File: src/hdl/tcnf_pkg.sv
`default_nettype none

package tcnf_pkg;

    // Command opcodes
    localparam logic [3:0] OP_CHAR    = 4'd0;
    localparam logic [3:0] OP_HEX8    = 4'd1;
    localparam logic [3:0] OP_HEX16   = 4'd2;
    localparam logic [3:0] OP_HEX32   = 4'd3;
    localparam logic [3:0] OP_HEX64   = 4'd4;
    localparam logic [3:0] OP_BIN8    = 4'd5;
    localparam logic [3:0] OP_BIN16   = 4'd6;
    localparam logic [3:0] OP_DEC5    = 4'd7;
    localparam logic [3:0] OP_DECN    = 4'd8;
    localparam logic [3:0] OP_DECAUTO = 4'd9;
    localparam logic [3:0] OP_NEWLINE = 4'd10;

    localparam int MAX_DECIMAL_DIGITS = 10;
    localparam int MAX_CHARS          = 16;
    localparam int DEC_LIMIT = (MAX_DECIMAL_DIGITS < MAX_CHARS) ? MAX_DECIMAL_DIGITS : MAX_CHARS;
    localparam int DEC5_DIGITS        = 5;

    // Binary to BCD conversion: 32 bits in, 10 decimal digits out
    localparam int CONV_BITS   = 32;
    localparam int CONV_CNT_W  = $clog2(CONV_BITS);
    localparam int BCD_DIGITS  = 10;
    localparam int BCD_W       = 4 * BCD_DIGITS;
    localparam int DEC_PAD_W   = 4 * MAX_CHARS - BCD_W;

    localparam int IDX_W = $clog2(MAX_CHARS);
    localparam int CNT_W = $clog2(MAX_CHARS + 1);

    localparam logic [7:0] ASCII_ZERO       = 8'h30;
    localparam logic [7:0] ASCII_HEX_BASE   = 8'h37;  // 'A' - 0xA
    localparam logic [7:0] CHAR_NEWLINE     = 8'h0A;
    localparam logic [3:0] HEX_TEN          = 4'hA;
    localparam logic [7:0] LINE_WIDTH_RESET = 8'd80;
    localparam logic [7:0] ROW_MAX          = 8'hFF;

    typedef enum logic [1:0] {
        ST_IDLE,
        ST_CONV,
        ST_PREP,
        ST_EMIT
    } state_t;

    typedef enum logic [1:0] {
        CLS_NONE,
        CLS_NEWLINE,
        CLS_DIRECT,
        CLS_DECIMAL
    } cls_t;

    typedef enum logic [1:0] {
        KIND_CHAR,
        KIND_HEX,
        KIND_BIN,
        KIND_DEC
    } kind_t;

    typedef struct packed {
        logic load;
        logic newline;
        logic conv_step;
        logic set_auto;
        logic emit;
    } cmd_t;

    typedef struct packed {
        cls_t cls;
        logic conv_done;
        logic out_free;
        logic idx_zero;
    } sts_t;

    function automatic logic [7:0] hex_glyph(input logic [3:0] nib);
        logic [7:0] g;
        if (nib < HEX_TEN)
            g = ASCII_ZERO + {4'b0, nib};
        else
            g = ASCII_HEX_BASE + {4'b0, nib};
        return g;
    endfunction

endpackage

`default_nettype wire

File: src/hdl/tcnf_ctrl.sv
`default_nettype none

module tcnf_ctrl (
    input  wire logic           clk,
    input  wire logic           rst_n,
    input  wire logic           in_valid,
    output logic                in_stall,
    input  wire tcnf_pkg::sts_t sts,
    output tcnf_pkg::cmd_t      cmd
);

    tcnf_pkg::state_t state_reg;
    tcnf_pkg::state_t state_next;

    always_ff @(posedge clk or negedge rst_n)
    begin
        if (!rst_n)
            state_reg <= tcnf_pkg::ST_IDLE;
        else
            state_reg <= state_next;
    end

    always_comb
    begin
        state_next = state_reg;
        unique case (state_reg)
            tcnf_pkg::ST_IDLE:
            begin
                if (in_valid)
                begin
                    unique case (sts.cls)
                        tcnf_pkg::CLS_DIRECT:  state_next = tcnf_pkg::ST_EMIT;
                        tcnf_pkg::CLS_DECIMAL: state_next = tcnf_pkg::ST_CONV;
                        tcnf_pkg::CLS_NONE,
                        tcnf_pkg::CLS_NEWLINE: state_next = tcnf_pkg::ST_IDLE;
                        default:               state_next = tcnf_pkg::ST_IDLE;
                    endcase
                end
            end
            tcnf_pkg::ST_CONV:
            begin
                if (sts.conv_done)
                    state_next = tcnf_pkg::ST_PREP;
            end
            tcnf_pkg::ST_PREP:
            begin
                state_next = tcnf_pkg::ST_EMIT;
            end
            tcnf_pkg::ST_EMIT:
            begin
                if (sts.out_free && sts.idx_zero)
                    state_next = tcnf_pkg::ST_IDLE;
            end
            default:
            begin
                state_next = tcnf_pkg::ST_IDLE;
            end
        endcase
    end

    always_comb
    begin
        cmd           = '0;
        in_stall      = (state_reg != tcnf_pkg::ST_IDLE);
        cmd.load      = (state_reg == tcnf_pkg::ST_IDLE) && in_valid;
        cmd.newline   = cmd.load && (sts.cls == tcnf_pkg::CLS_NEWLINE);
        cmd.conv_step = (state_reg == tcnf_pkg::ST_CONV);
        cmd.set_auto  = (state_reg == tcnf_pkg::ST_PREP);
        cmd.emit      = (state_reg == tcnf_pkg::ST_EMIT) && sts.out_free;
    end

    a_conv_exit: assert property (@(posedge clk) disable iff (!rst_n)
        state_reg == tcnf_pkg::ST_CONV |=>
            (state_reg == tcnf_pkg::ST_CONV || state_reg == tcnf_pkg::ST_PREP))
        else $error("conversion left to an unexpected state");

    a_emit_done: assert property (@(posedge clk) disable iff (!rst_n)
        (state_reg == tcnf_pkg::ST_EMIT && sts.out_free && sts.idx_zero) |=>
            state_reg == tcnf_pkg::ST_IDLE)
        else $error("controller did not return to idle after final character");

endmodule

`default_nettype wire

File: src/hdl/tcnf_dp.sv
`default_nettype none

module tcnf_dp (
    input  wire logic                  clk,
    input  wire logic                  rst_n,
    input  wire logic                  cfg_write,
    input  wire logic [7:0]            cfg_data,
    input  wire logic [3:0]            opcode,
    input  wire logic [63:0]           value,
    input  wire logic [3:0]            digit_count,
    output logic [7:0]                 glyph,
    output logic [7:0]                 column,
    output logic [7:0]                 row,
    output logic                       last,
    output logic                       out_valid,
    input  wire logic                  out_stall,
    input  wire tcnf_pkg::cmd_t        cmd,
    output tcnf_pkg::sts_t             sts
);

    // Command decode of the waiting input item
    tcnf_pkg::cls_t                   in_cls;
    tcnf_pkg::kind_t                  in_kind;
    logic [tcnf_pkg::IDX_W-1:0]       in_idx;
    logic                             in_auto;
    logic [63:0]                      in_val;
    logic [tcnf_pkg::CNT_W-1:0]       dc_ext;
    logic [tcnf_pkg::CNT_W-1:0]       dc_sat;

    // Item registers
    logic [63:0]                      val_reg,  val_next;
    tcnf_pkg::kind_t                  kind_reg, kind_next;
    logic                             auto_reg, auto_next;
    logic [tcnf_pkg::IDX_W-1:0]       idx_reg,  idx_next;
    logic [tcnf_pkg::BCD_W-1:0]       bcd_reg,  bcd_next;
    logic [tcnf_pkg::CONV_CNT_W-1:0]  conv_cnt_reg, conv_cnt_next;

    // Cursor and line width
    logic [7:0]                       cur_col_reg, cur_col_next;
    logic [7:0]                       cur_row_reg, cur_row_next;
    logic [7:0]                       lw_reg,      lw_next;

    // Output register
    logic [7:0]                       glyph_reg,  glyph_next;
    logic [7:0]                       column_reg, column_next;
    logic [7:0]                       row_reg,    row_next;
    logic                             last_reg,   last_next;
    logic                             out_valid_reg, out_valid_next;

    logic [tcnf_pkg::BCD_W-1:0]       bcd_adj;
    logic [tcnf_pkg::IDX_W-1:0]       lead_idx;
    logic [4*tcnf_pkg::MAX_CHARS-1:0] dec_pad;
    logic [7:0]                       glyph_sel;
    logic [7:0]                       threshold;
    logic [8:0]                       col_inc;
    logic                             wrap;
    logic [7:0]                       row_inc;

    always_comb
    begin
        dc_ext  = tcnf_pkg::CNT_W'(digit_count);
        if (dc_ext > tcnf_pkg::CNT_W'(tcnf_pkg::DEC_LIMIT))
            dc_sat = tcnf_pkg::CNT_W'(tcnf_pkg::DEC_LIMIT);
        else
            dc_sat = dc_ext;

        in_cls  = tcnf_pkg::CLS_NONE;
        in_kind = tcnf_pkg::KIND_CHAR;
        in_idx  = '0;
        in_auto = 1'b0;
        in_val  = value;
        unique case (opcode)
            tcnf_pkg::OP_CHAR:
            begin
                if (value[7:0] == tcnf_pkg::CHAR_NEWLINE)
                    in_cls = tcnf_pkg::CLS_NEWLINE;
                else
                    in_cls = tcnf_pkg::CLS_DIRECT;
            end
            tcnf_pkg::OP_HEX8:
            begin
                in_cls  = tcnf_pkg::CLS_DIRECT;
                in_kind = tcnf_pkg::KIND_HEX;
                in_idx  = tcnf_pkg::IDX_W'(1);
            end
            tcnf_pkg::OP_HEX16:
            begin
                in_cls  = tcnf_pkg::CLS_DIRECT;
                in_kind = tcnf_pkg::KIND_HEX;
                in_idx  = tcnf_pkg::IDX_W'(3);
            end
            tcnf_pkg::OP_HEX32:
            begin
                in_cls  = tcnf_pkg::CLS_DIRECT;
                in_kind = tcnf_pkg::KIND_HEX;
                in_idx  = tcnf_pkg::IDX_W'(7);
            end
            tcnf_pkg::OP_HEX64:
            begin
                in_cls  = tcnf_pkg::CLS_DIRECT;
                in_kind = tcnf_pkg::KIND_HEX;
                in_idx  = tcnf_pkg::IDX_W'(15);
            end
            tcnf_pkg::OP_BIN8:
            begin
                in_cls  = tcnf_pkg::CLS_DIRECT;
                in_kind = tcnf_pkg::KIND_BIN;
                in_idx  = tcnf_pkg::IDX_W'(7);
            end
            tcnf_pkg::OP_BIN16:
            begin
                in_cls  = tcnf_pkg::CLS_DIRECT;
                in_kind = tcnf_pkg::KIND_BIN;
                in_idx  = tcnf_pkg::IDX_W'(15);
            end
            tcnf_pkg::OP_DEC5:
            begin
                in_cls  = tcnf_pkg::CLS_DECIMAL;
                in_kind = tcnf_pkg::KIND_DEC;
                in_idx  = tcnf_pkg::IDX_W'(tcnf_pkg::DEC5_DIGITS - 1);
                in_val  = {48'b0, value[15:0]};
            end
            tcnf_pkg::OP_DECN:
            begin
                // zero digits prints nothing
                if (dc_sat != '0)
                    in_cls = tcnf_pkg::CLS_DECIMAL;
                in_kind = tcnf_pkg::KIND_DEC;
                in_idx  = tcnf_pkg::IDX_W'(dc_sat - 1'b1);
                in_val  = {48'b0, value[15:0]};
            end
            tcnf_pkg::OP_DECAUTO:
            begin
                in_cls  = tcnf_pkg::CLS_DECIMAL;
                in_kind = tcnf_pkg::KIND_DEC;
                in_auto = 1'b1;
                in_val  = {32'b0, value[31:0]};
            end
            tcnf_pkg::OP_NEWLINE:
            begin
                in_cls = tcnf_pkg::CLS_NEWLINE;
            end
            default:
            begin
                in_cls = tcnf_pkg::CLS_NONE;
            end
        endcase
    end

    // Double-dabble: add 3 to every digit of 5 or more before each shift
    always_comb
    begin
        for (int i = 0; i < tcnf_pkg::BCD_DIGITS; i++)
        begin
            if (bcd_reg[4*i +: 4] >= 4'd5)
                bcd_adj[4*i +: 4] = bcd_reg[4*i +: 4] + 4'd3;
            else
                bcd_adj[4*i +: 4] = bcd_reg[4*i +: 4];
        end
    end

    // Highest nonzero digit; zero still prints one digit
    always_comb
    begin
        lead_idx = '0;
        for (int i = 0; i < tcnf_pkg::BCD_DIGITS; i++)
        begin
            if (bcd_reg[4*i +: 4] != 4'd0)
                lead_idx = tcnf_pkg::IDX_W'(i);
        end
    end

    always_comb
    begin
        dec_pad = {{tcnf_pkg::DEC_PAD_W{1'b0}}, bcd_reg};
        unique case (kind_reg)
            tcnf_pkg::KIND_CHAR: glyph_sel = val_reg[7:0];
            tcnf_pkg::KIND_HEX:  glyph_sel = tcnf_pkg::hex_glyph(val_reg[4*idx_reg +: 4]);
            tcnf_pkg::KIND_BIN:  glyph_sel = tcnf_pkg::ASCII_ZERO + {7'b0, val_reg[idx_reg]};
            tcnf_pkg::KIND_DEC:  glyph_sel = tcnf_pkg::ASCII_ZERO + {4'b0, dec_pad[4*idx_reg +: 4]};
            default:             glyph_sel = val_reg[7:0];
        endcase
    end

    always_comb
    begin
        threshold = (lw_reg <= 8'd1) ? 8'd0 : lw_reg - 8'd1;
        col_inc   = {1'b0, cur_col_reg} + 9'd1;
        wrap      = (col_inc >= {1'b0, threshold});
        row_inc   = (cur_row_reg == tcnf_pkg::ROW_MAX) ? cur_row_reg : cur_row_reg + 8'd1;
    end

    always_comb
    begin
        val_next      = val_reg;
        kind_next     = kind_reg;
        auto_next     = auto_reg;
        idx_next      = idx_reg;
        bcd_next      = bcd_reg;
        conv_cnt_next = conv_cnt_reg;
        cur_col_next  = cur_col_reg;
        cur_row_next  = cur_row_reg;
        lw_next       = cfg_write ? cfg_data : lw_reg;
        glyph_next    = glyph_reg;
        column_next   = column_reg;
        row_next      = row_reg;
        last_next     = last_reg;

        if (cmd.load)
        begin
            val_next      = in_val;
            kind_next     = in_kind;
            auto_next     = in_auto;
            idx_next      = in_idx;
            bcd_next      = '0;
            conv_cnt_next = '0;
        end

        if (cmd.conv_step)
        begin
            bcd_next      = {bcd_adj[tcnf_pkg::BCD_W-2:0], val_reg[tcnf_pkg::CONV_BITS-1]};
            val_next      = {val_reg[62:0], 1'b0};
            conv_cnt_next = conv_cnt_reg + 1'b1;
        end

        if (cmd.set_auto && auto_reg)
            idx_next = lead_idx;

        if (cmd.newline)
        begin
            cur_col_next = '0;
            cur_row_next = row_inc;
        end

        if (cmd.emit)
        begin
            glyph_next  = glyph_sel;
            column_next = cur_col_reg;
            row_next    = cur_row_reg;
            last_next   = (idx_reg == '0);
            idx_next    = idx_reg - 1'b1;
            if (wrap)
            begin
                cur_col_next = '0;
                cur_row_next = row_inc;
            end
            else
            begin
                cur_col_next = col_inc[7:0];
            end
        end

        // Hold the result until taken; a new character may replace it the same cycle
        if (cmd.emit)
            out_valid_next = 1'b1;
        else if (out_valid_reg && !out_stall)
            out_valid_next = 1'b0;
        else
            out_valid_next = out_valid_reg;
    end

    always_ff @(posedge clk or negedge rst_n)
    begin
        if (!rst_n)
        begin
            cur_col_reg   <= '0;
            cur_row_reg   <= '0;
            lw_reg        <= tcnf_pkg::LINE_WIDTH_RESET;
            out_valid_reg <= 1'b0;
        end
        else
        begin
            cur_col_reg   <= cur_col_next;
            cur_row_reg   <= cur_row_next;
            lw_reg        <= lw_next;
            out_valid_reg <= out_valid_next;
        end
    end

    always_ff @(posedge clk)
    begin
        val_reg      <= val_next;
        kind_reg     <= kind_next;
        auto_reg     <= auto_next;
        idx_reg      <= idx_next;
        bcd_reg      <= bcd_next;
        conv_cnt_reg <= conv_cnt_next;
        glyph_reg    <= glyph_next;
        column_reg   <= column_next;
        row_reg      <= row_next;
        last_reg     <= last_next;
    end

    always_comb
    begin
        sts.cls       = in_cls;
        sts.conv_done = (conv_cnt_reg == tcnf_pkg::CONV_CNT_W'(tcnf_pkg::CONV_BITS - 1));
        sts.out_free  = !out_valid_reg || !out_stall;
        sts.idx_zero  = (idx_reg == '0);
    end

    assign glyph     = glyph_reg;
    assign column    = column_reg;
    assign row       = row_reg;
    assign last      = last_reg;
    assign out_valid = out_valid_reg;

    a_emit_shows: assert property (@(posedge clk) disable iff (!rst_n)
        cmd.emit |=> out_valid_reg)
        else $error("emitted character not presented");

    a_newline_col: assert property (@(posedge clk) disable iff (!rst_n)
        cmd.newline |=> (cur_col_reg == 8'd0))
        else $error("newline did not return the column to zero");

    a_col_range: assert property (@(posedge clk) disable iff (!rst_n)
        cur_col_reg != 8'hFF)
        else $error("cursor column out of range");

endmodule

`default_nettype wire

File: src/hdl/text_cursor_number_formatter.sv
// Channel  Handshake               Payload
// in       in_valid / in_stall     opcode, value, digit_count
// out      out_valid / out_stall   glyph, column, row, last
// cfg      cfg_write               cfg_data (line_width)
//
// One command at a time. Character, hex and binary commands emit their N
// characters directly; newline and ignored codes emit none.
// Decimal commands emit after conversion: a bit-serial BCD converter runs 32 steps.
// Reset clears the cursor to column 0, row 0 and sets line_width to 80.
// A stall on out holds the character register; the cursor advances only as
// characters enter it.
`default_nettype none

module text_cursor_number_formatter (
    input  wire logic        clk,
    input  wire logic        rst_n,
    input  wire logic        cfg_write,
    input  wire logic [7:0]  cfg_data,
    input  wire logic        in_valid,
    output logic             in_stall,
    input  wire logic [3:0]  opcode,
    input  wire logic [63:0] value,
    input  wire logic [3:0]  digit_count,
    output logic             out_valid,
    input  wire logic        out_stall,
    output logic [7:0]       glyph,
    output logic [7:0]       column,
    output logic [7:0]       row,
    output logic             last
);

    tcnf_pkg::cmd_t cmd;
    tcnf_pkg::sts_t sts;

    tcnf_ctrl u_ctrl (
        .clk      (clk),
        .rst_n    (rst_n),
        .in_valid (in_valid),
        .in_stall (in_stall),
        .sts      (sts),
        .cmd      (cmd)
    );

    tcnf_dp u_dp (
        .clk         (clk),
        .rst_n       (rst_n),
        .cfg_write   (cfg_write),
        .cfg_data    (cfg_data),
        .opcode      (opcode),
        .value       (value),
        .digit_count (digit_count),
        .glyph       (glyph),
        .column      (column),
        .row         (row),
        .last        (last),
        .out_valid   (out_valid),
        .out_stall   (out_stall),
        .cmd         (cmd),
        .sts         (sts)
    );

endmodule

`default_nettype wire
File: config.mk
export PLATFORM = sky130hd
export DESIGN_NAME = text_cursor_number_formatter
export DESIGN_NICKNAME = d
export VERILOG_FILES = /design/src/hdl/tcnf_pkg.sv /design/src/hdl/tcnf_ctrl.sv /design/src/hdl/tcnf_dp.sv /design/src/hdl/text_cursor_number_formatter.sv
export SDC_FILE = /design/constraint.sdc
export NUM_CORES = 1
export LEC_CHECK = 0
export BUFFER_PORTS_ARGS = -buffer_cell sky130_fd_sc_hd__buf_2
export CORE_UTILIZATION = 54
export DETAILED_ROUTE_END_ITERATION = 12
export MAX_ROUTING_LAYER = met4
export PLACE_DENSITY = 0.78
export SYNTH_ARGS = -nofsm -noshare
export SYNTH_HDL_FRONTEND = slang
export SYNTH_HIERARCHICAL = 1
export SYNTH_SLANG_ARGS = --single-unit
File: constraint.sdc
create_clock -name clk -period 3.8 [get_ports clk]
set_clock_uncertainty 0.1 [all_clocks]
set_input_delay 0.19 -clock clk [delete_from_list [all_inputs] [get_ports clk]]
set_output_delay 0.19 -clock clk [all_outputs]
set_load 0.005 [all_outputs]
; After elaboration in Yosys (flattened, before gate mapping)
; Cells that the tools add are included.
[word_totals]
ff_bits = 168
inputBits = 85
output_inout_bits = 27
wordCells = 172
[op_classes]
addsub = 20
order_cmp = 15
eq_ne = 25
shift = 2
muxes = 55
reduce_logical = 39
[op_table]
columns = cell, n
row1 = 2-to-1 mux 64 bit, 2
row2 = case mux 64 bit (2 select lines), 1
row3 = indexed part select 64 x 7 -> 4 bit, 2
row4 = 2-to-1 mux 40 bit, 2
row5 = 2-to-1 mux 8 bit, 9
row6 = 2-to-1 mux 4 bit, 15
row7 = greater-or-equal comparator 4 x 3 -> 1 bit (second input constant), 10
row8 = adder 4 x 2 -> 4 bit (second input constant), 9
row9 = nonzero test 4 bit, 9
row10 = case mux 8 bit (4 select lines), 1
row11 = case mux 4 bit (6 select lines), 1
row12 = adder 6 x 4 -> 7 bit (first input constant), 3
row13 = == test 4 x 3 -> 1 bit (second input constant), 4
row14 = 2-to-1 mux 3 bit, 5
row15 = 2-to-1 mux 2 bit, 7
row16 = == test 2 bit (second input constant), 6
row17 = == test 4 bit (second input constant), 3
row18 = case mux 2 bit (3 select lines), 2
row19 = OR reduction 2 bit, 6
row20 = 2-to-1 mux 5 bit, 2
row21 = case mux 2 bit (5 select lines), 1
row22 = adder 8 x 1 -> 9 bit (second input constant), 1
row23 = greater-or-equal comparator 9 x 8 -> 1 bit, 1
row24 = adder 8 x 1 -> 8 bit (second input constant), 1
row25 = other kinds (32), 53

; Depth between registers and ports, before layout
[depth]
ltp_word = 12
mapped_depth = 14
mapped_depth_nobuf = 14

; Modules after synthesis
; The synthesis kept the hierarchy.
[by_module_without_submodules]
columns = mod, instances, cells_per_inst, area_per_inst_um2, seq_area_each_um2
row1 = tcnf_dp, 1, 807, 9497.9, 4852.2
row2 = tcnf_ctrl, 1, 21, 195.2, 50.0

; Worst setup path before layout
; No wires, ideal clock.
[synth_path]
kind = reg-to-reg
from = reg u_dp.lw_reg[2]
to = reg u_dp.cur_row_reg[1]
setup_ps = 125
arrival_time_ps = 3383
required_ps = 3575
slack_ps = 193
stages_incl_launch_ff = 14
path_buffers = 1
synth_period_minus_slack_ps = 3607
path_cell_list = dfrtp_1 or3_1 or2_2 or4_1 clkbuf_1 and2_1 ha_1 nand2b_1 a21o_1 a21oi_1 o21ai_0 a211oi_2 nor2_1 mux2_2
[synth_between]
elab_chain_cells = 5
word_cells_on_any_way = 6
classes_between = add/sub (1) / order compare (2) / mux (3)
[synth_lines]
columns = item, line_no
row1 = from (decl), tcnf_dp.sv:41  ; logic [7:0] lw_reg, lw_next;
row2 = from (signal assigned), tcnf_dp.sv:268  ; lw_reg <= tcnf_pkg::LINE_WIDTH_RESET;
row3 = from (signal assigned), tcnf_dp.sv:275  ; lw_reg <= lw_next;
row4 = subtractor 8 x 1 -> 8 bit or <= comparator 8 x 1 -> 1 bit (tied branches), tcnf_dp.sv:187  ; threshold = (lw_reg <= 8'd1) ? 8'd0 : lw_reg - 8'd1;
row5 = 2-to-1 mux 8 bit (*), tcnf_dp.sv:187
row6 = greater-or-equal comparator 9 x 8 -> 1 bit (*), tcnf_dp.sv:189  ; wrap = (col_inc >= {1'b0, threshold});
row7 = 2-to-1 mux 8 bit (*), tcnf_dp.sv:242  ; if (wrap)
row8 = 2-to-1 mux 8 bit (*), tcnf_dp.sv:235  ; if (cmd.emit)
row9 = net u_dp.cur_row_next[1], tcnf_dp.sv:40  ; logic [7:0] cur_row_reg, cur_row_next;
row10 = to (signal assigned), tcnf_dp.sv:274  ; cur_row_reg <= cur_row_next;
row11 = to (decl), tcnf_dp.sv:40
; Mark *: on every way through the listed nets, which the timed path passes. The rest lies on a longest branch.
; A chain may end at the register's enable or synchronous reset.

; Worst setup path in the final report
[layout_path]
from = reg u_dp.lw_reg[3]
to = reg u_dp.cur_row_reg[1]
; The elaborated chain is that of the path after synthesis.

==> metrics.csv <==
stage,metric,value,unit
status,status,"finished, final reports clean",
sta,post-route-min-period,3620,ps
worst_setup_path,required,4020,ps
worst_setup_path,r2r_cells,13,
cells_and_area,most-common-layout-cells,"edfxtp_1, buf_2, nand2_1",
sta,finalSetupTns,0,ps
synth,syn_inst,828,
worst_setup_path,cp-start-kind,register,
worst_setup_path,regToRegStartpoint,u_dp/lw_reg[3]$_DFFE_PN0P_,
pwr,p_leak,0.00474,uW
cells_and_area,layout-drive-gt1-share,19.7,%
synth,ys_warn_count,6,
global_route,antenna_found_initial,0,
worst_setup_path,cp-end-kind,register,
sta,setup_viol,0,
cells_and_area,syn2layout_area_growth,20.8,%
cells_and_area,layout_commonest_cell,edfxtp_1,
drt,drt_first_iter_violations,654,
pwr,vdd_drop_max,514,uV
die,start_util,55.7,%
clock_tree,clk_latency,430,ps
die,die-area,0.0185,mm2
worst_setup_path,crit_path_top_delay_cell,or4_1,
synth,async_flop_share,16.1,%
hold_path,worstHoldPathCells,2,
die,core_area,0.0174,mm2
global_route,grt_max_degree,69,
placed_design,hpwl,14.6,mm
job,cap_viol_max_count,0,
synth,ys_ff_latch,168,
drt,viasPerCell,5.96,
clock_tree,clk_pin_slew,70,ps
die,rows,48,
synth,seq_area_frac_synth,50.6,%
worst_setup_path,arrival,3830,ps
die,io_pins,112,
placed_design,port_buffers,111,
clock_tree,cts_tree,done,
drt,vias,7376,
synth,synth-edff-count,140,
drt,post_drt_wl_per_cell,18.8,um
global_route,grt_pass1_vias,7147,
sta,finalHoldViolCount,0,
hold_path,holdPathEnd,u_dp/val_reg[52]$_DFFE_PP_,
synth,syn_area,0.00969,mm2
worst_setup_path,critPathKind,reg2reg,
sta,max_clock_freq,0.277,GHz
sta,finalCritPeriodShare,95.2,%
placed_design,place_ws,51.5,ps
global_route,grt_pass1_wl,36.8,mm
hold_path,hp-class,in2reg,
global_route,gr-usage-all-layers,27.1,%
cells_and_area,fin_util,67.3,%
die,die_h,136,um
drt,dr.pass1.iters,5,
pwr,p_per_area,840,mW/mm2
worst_setup_path,rr_endpoint,u_dp/cur_row_reg[1]$_DFF_PN0_,
sta,rsz0062_at_grt,no,
worst_setup_path,cp_cell_sequence,"or3_1, or2_2, or4_1, and2_1, ha_1, nand2b_1, a21o_1, a21oi_1, o21ai_1, a211oi_2, buf_4, nor2_1, mux2_2",
cells_and_area,n_antenna_cell,0,
synth,syn-num-nets,955,
worst_setup_path,r2r_slack,180,ps
cells_and_area,n_fill_cell,1247,
hold_path,hp-start,value[52],
synth,synthDistinctLibCells,69,
global_route,gr-total-overflow,0,
clock_tree,h-tree-depth,4,
clock_tree,cts_buffer_depth,2,
drt,drc,0,
pwr,power,9840,uW
worst_setup_path,path_max_fanout,5,
worst_setup_path,slowest_delay,500,ps
drt,antenna_left,0,
clock_tree,cts-root-buf,clkbuf_16,
sta,setup_slack,183,ps
cells_and_area,largest_reg_flops,64,
sta,slew-limit-headroom,36.6,%
drt,drt-total-wl,23.3,mm
clock_tree,cts_buffers,17,
sta,tightest_slew,951,ps
cells_and_area,fin_nets,1127,
synth,synth.avg_cell_area,11.7,um2
placed_design,gp_congestion,0.884,
die,die_x,136,um
synth,ys.flop_type,edfxtp_1,
sta,slew_violations,0,
clock_tree,cts.sinks,168,
kinds of logic (layout without fill, tap and decap cells):
group                      after synthesis  after routing  synth area share, %
and+or+nand+nor                        255            255                 12.9
AOI/OAI and AO/OA                      192            192                 14.3
DFF                                    168            168                 50.6
buffers and inverters                   76            261                 3.39
muxes                                   54             54                 9.75
adders and majority gates               42             42                 5.42
xor gates and xnor gates                41             41                 3.70
worst max-delay path by stage:
stage	slack [ps]	from	end
2_1_floorplan	190	u_dp/lw_reg[2]$_DFFE_PN0P_	u_dp/cur_row_reg[1]$_DFF_PN0_
3_3_place_gp	110	u_dp/lw_reg[3]$_DFFE_PN0P_	u_dp/cur_row_reg[1]$_DFF_PN0_
3_5_place_dp	50	u_dp/lw_reg[3]$_DFFE_PN0P_	u_dp/cur_row_reg[1]$_DFF_PN0_
4_1_cts	40	u_dp/lw_reg[3]$_DFFE_PN0P_	u_dp/cur_row_reg[1]$_DFF_PN0_
5_1_grt	7	u_dp/lw_reg[3]$_DFFE_PN0P_	u_dp/cur_row_reg[1]$_DFF_PN0_
6_report	180	u_dp/lw_reg[3]$_DFFE_PN0P_	u_dp/cur_row_reg[1]$_DFF_PN0_
area by class of cell:
cell class                 instances  area, um2  share of cell area [%]
multi-input combinational        584       4480                    38.3
clock inverter                    13        135                    1.15
inverter                          37        139                    1.19
sequential                       168       4900                    41.9
tap                              225        282                    2.40
timing repair buffer             192       1340                    11.5
clock buffer                      19        433                    3.70
what timing repair did:
item / in CTS / in global routing
endpoints found under the hold margin: 89 / 0
hold buffers: 66 / 0
setup endpoints to repair: 0 / 8
resized for setup: 0 / 1
buffers inserted: 0 / 1
synthesized netlist by cell type, types with 16 or more instances:
cell type	count	area, um2
edfxtp_1	140	4200
xnor2_1	18	158
a21oi_1	26	130
a22o_1	56	490
nand2b_1	23	144
o21ai_0	47	235
xor2_1	23	201
ha_1	42	526
inv_1	36	135
clkbuf_1	25	93.8
dfrtp_1	25	626
nor2_1	47	176
and2_1	28	175
nand2_1	95	357
mux2i_1	16	160
critical path, delay by kind of cell, from the launching register on:
kind | cells | cell delay [ps]
AO/OA/AOI/OAI | 4 | 570
flip-flops | 1 | 420
AND/OR/NAND/NOR | 6 | 1630
multiplexers | 1 | 350
adder cells (fa/ha/maj) | 1 | 260
buffers and inverters | 1 | 170
per-layer routing:
layer | track usage (%) | vias up | share of wire, %
met1 | 34.6 | 3542 | 42
met2 | 42.4 | 336 | 48
met5 | - | - | 0
met3 | 5.26 | 57 | 7.0
li1 | - | 3441 | -
met4 | 10.9 | 0 | 2.7
power by group:
part / internal [uW] / switching, uW / leakage, uW / total [uW]
Combinational: 1930 / 2240 / 0.00275 / 4160
Sequential: 3170 / 812 / 0.00171 / 3980
Clock: 925 / 773 / 0.000278 / 1700
through the flow:
stage          hold slack, ps  cell area [um2]  std cells
3_3_place_gp              139            10500       1139
3_5_place_dp              147            10500       1139
6_report                0.441            11700       1238
4_1_cts                 0.609            11700       1237
2_1_floorplan            -206             9690        828
5_1_grt                  1.63            11700       1238
No activity file was read; power rests on OpenSTA's default activity.
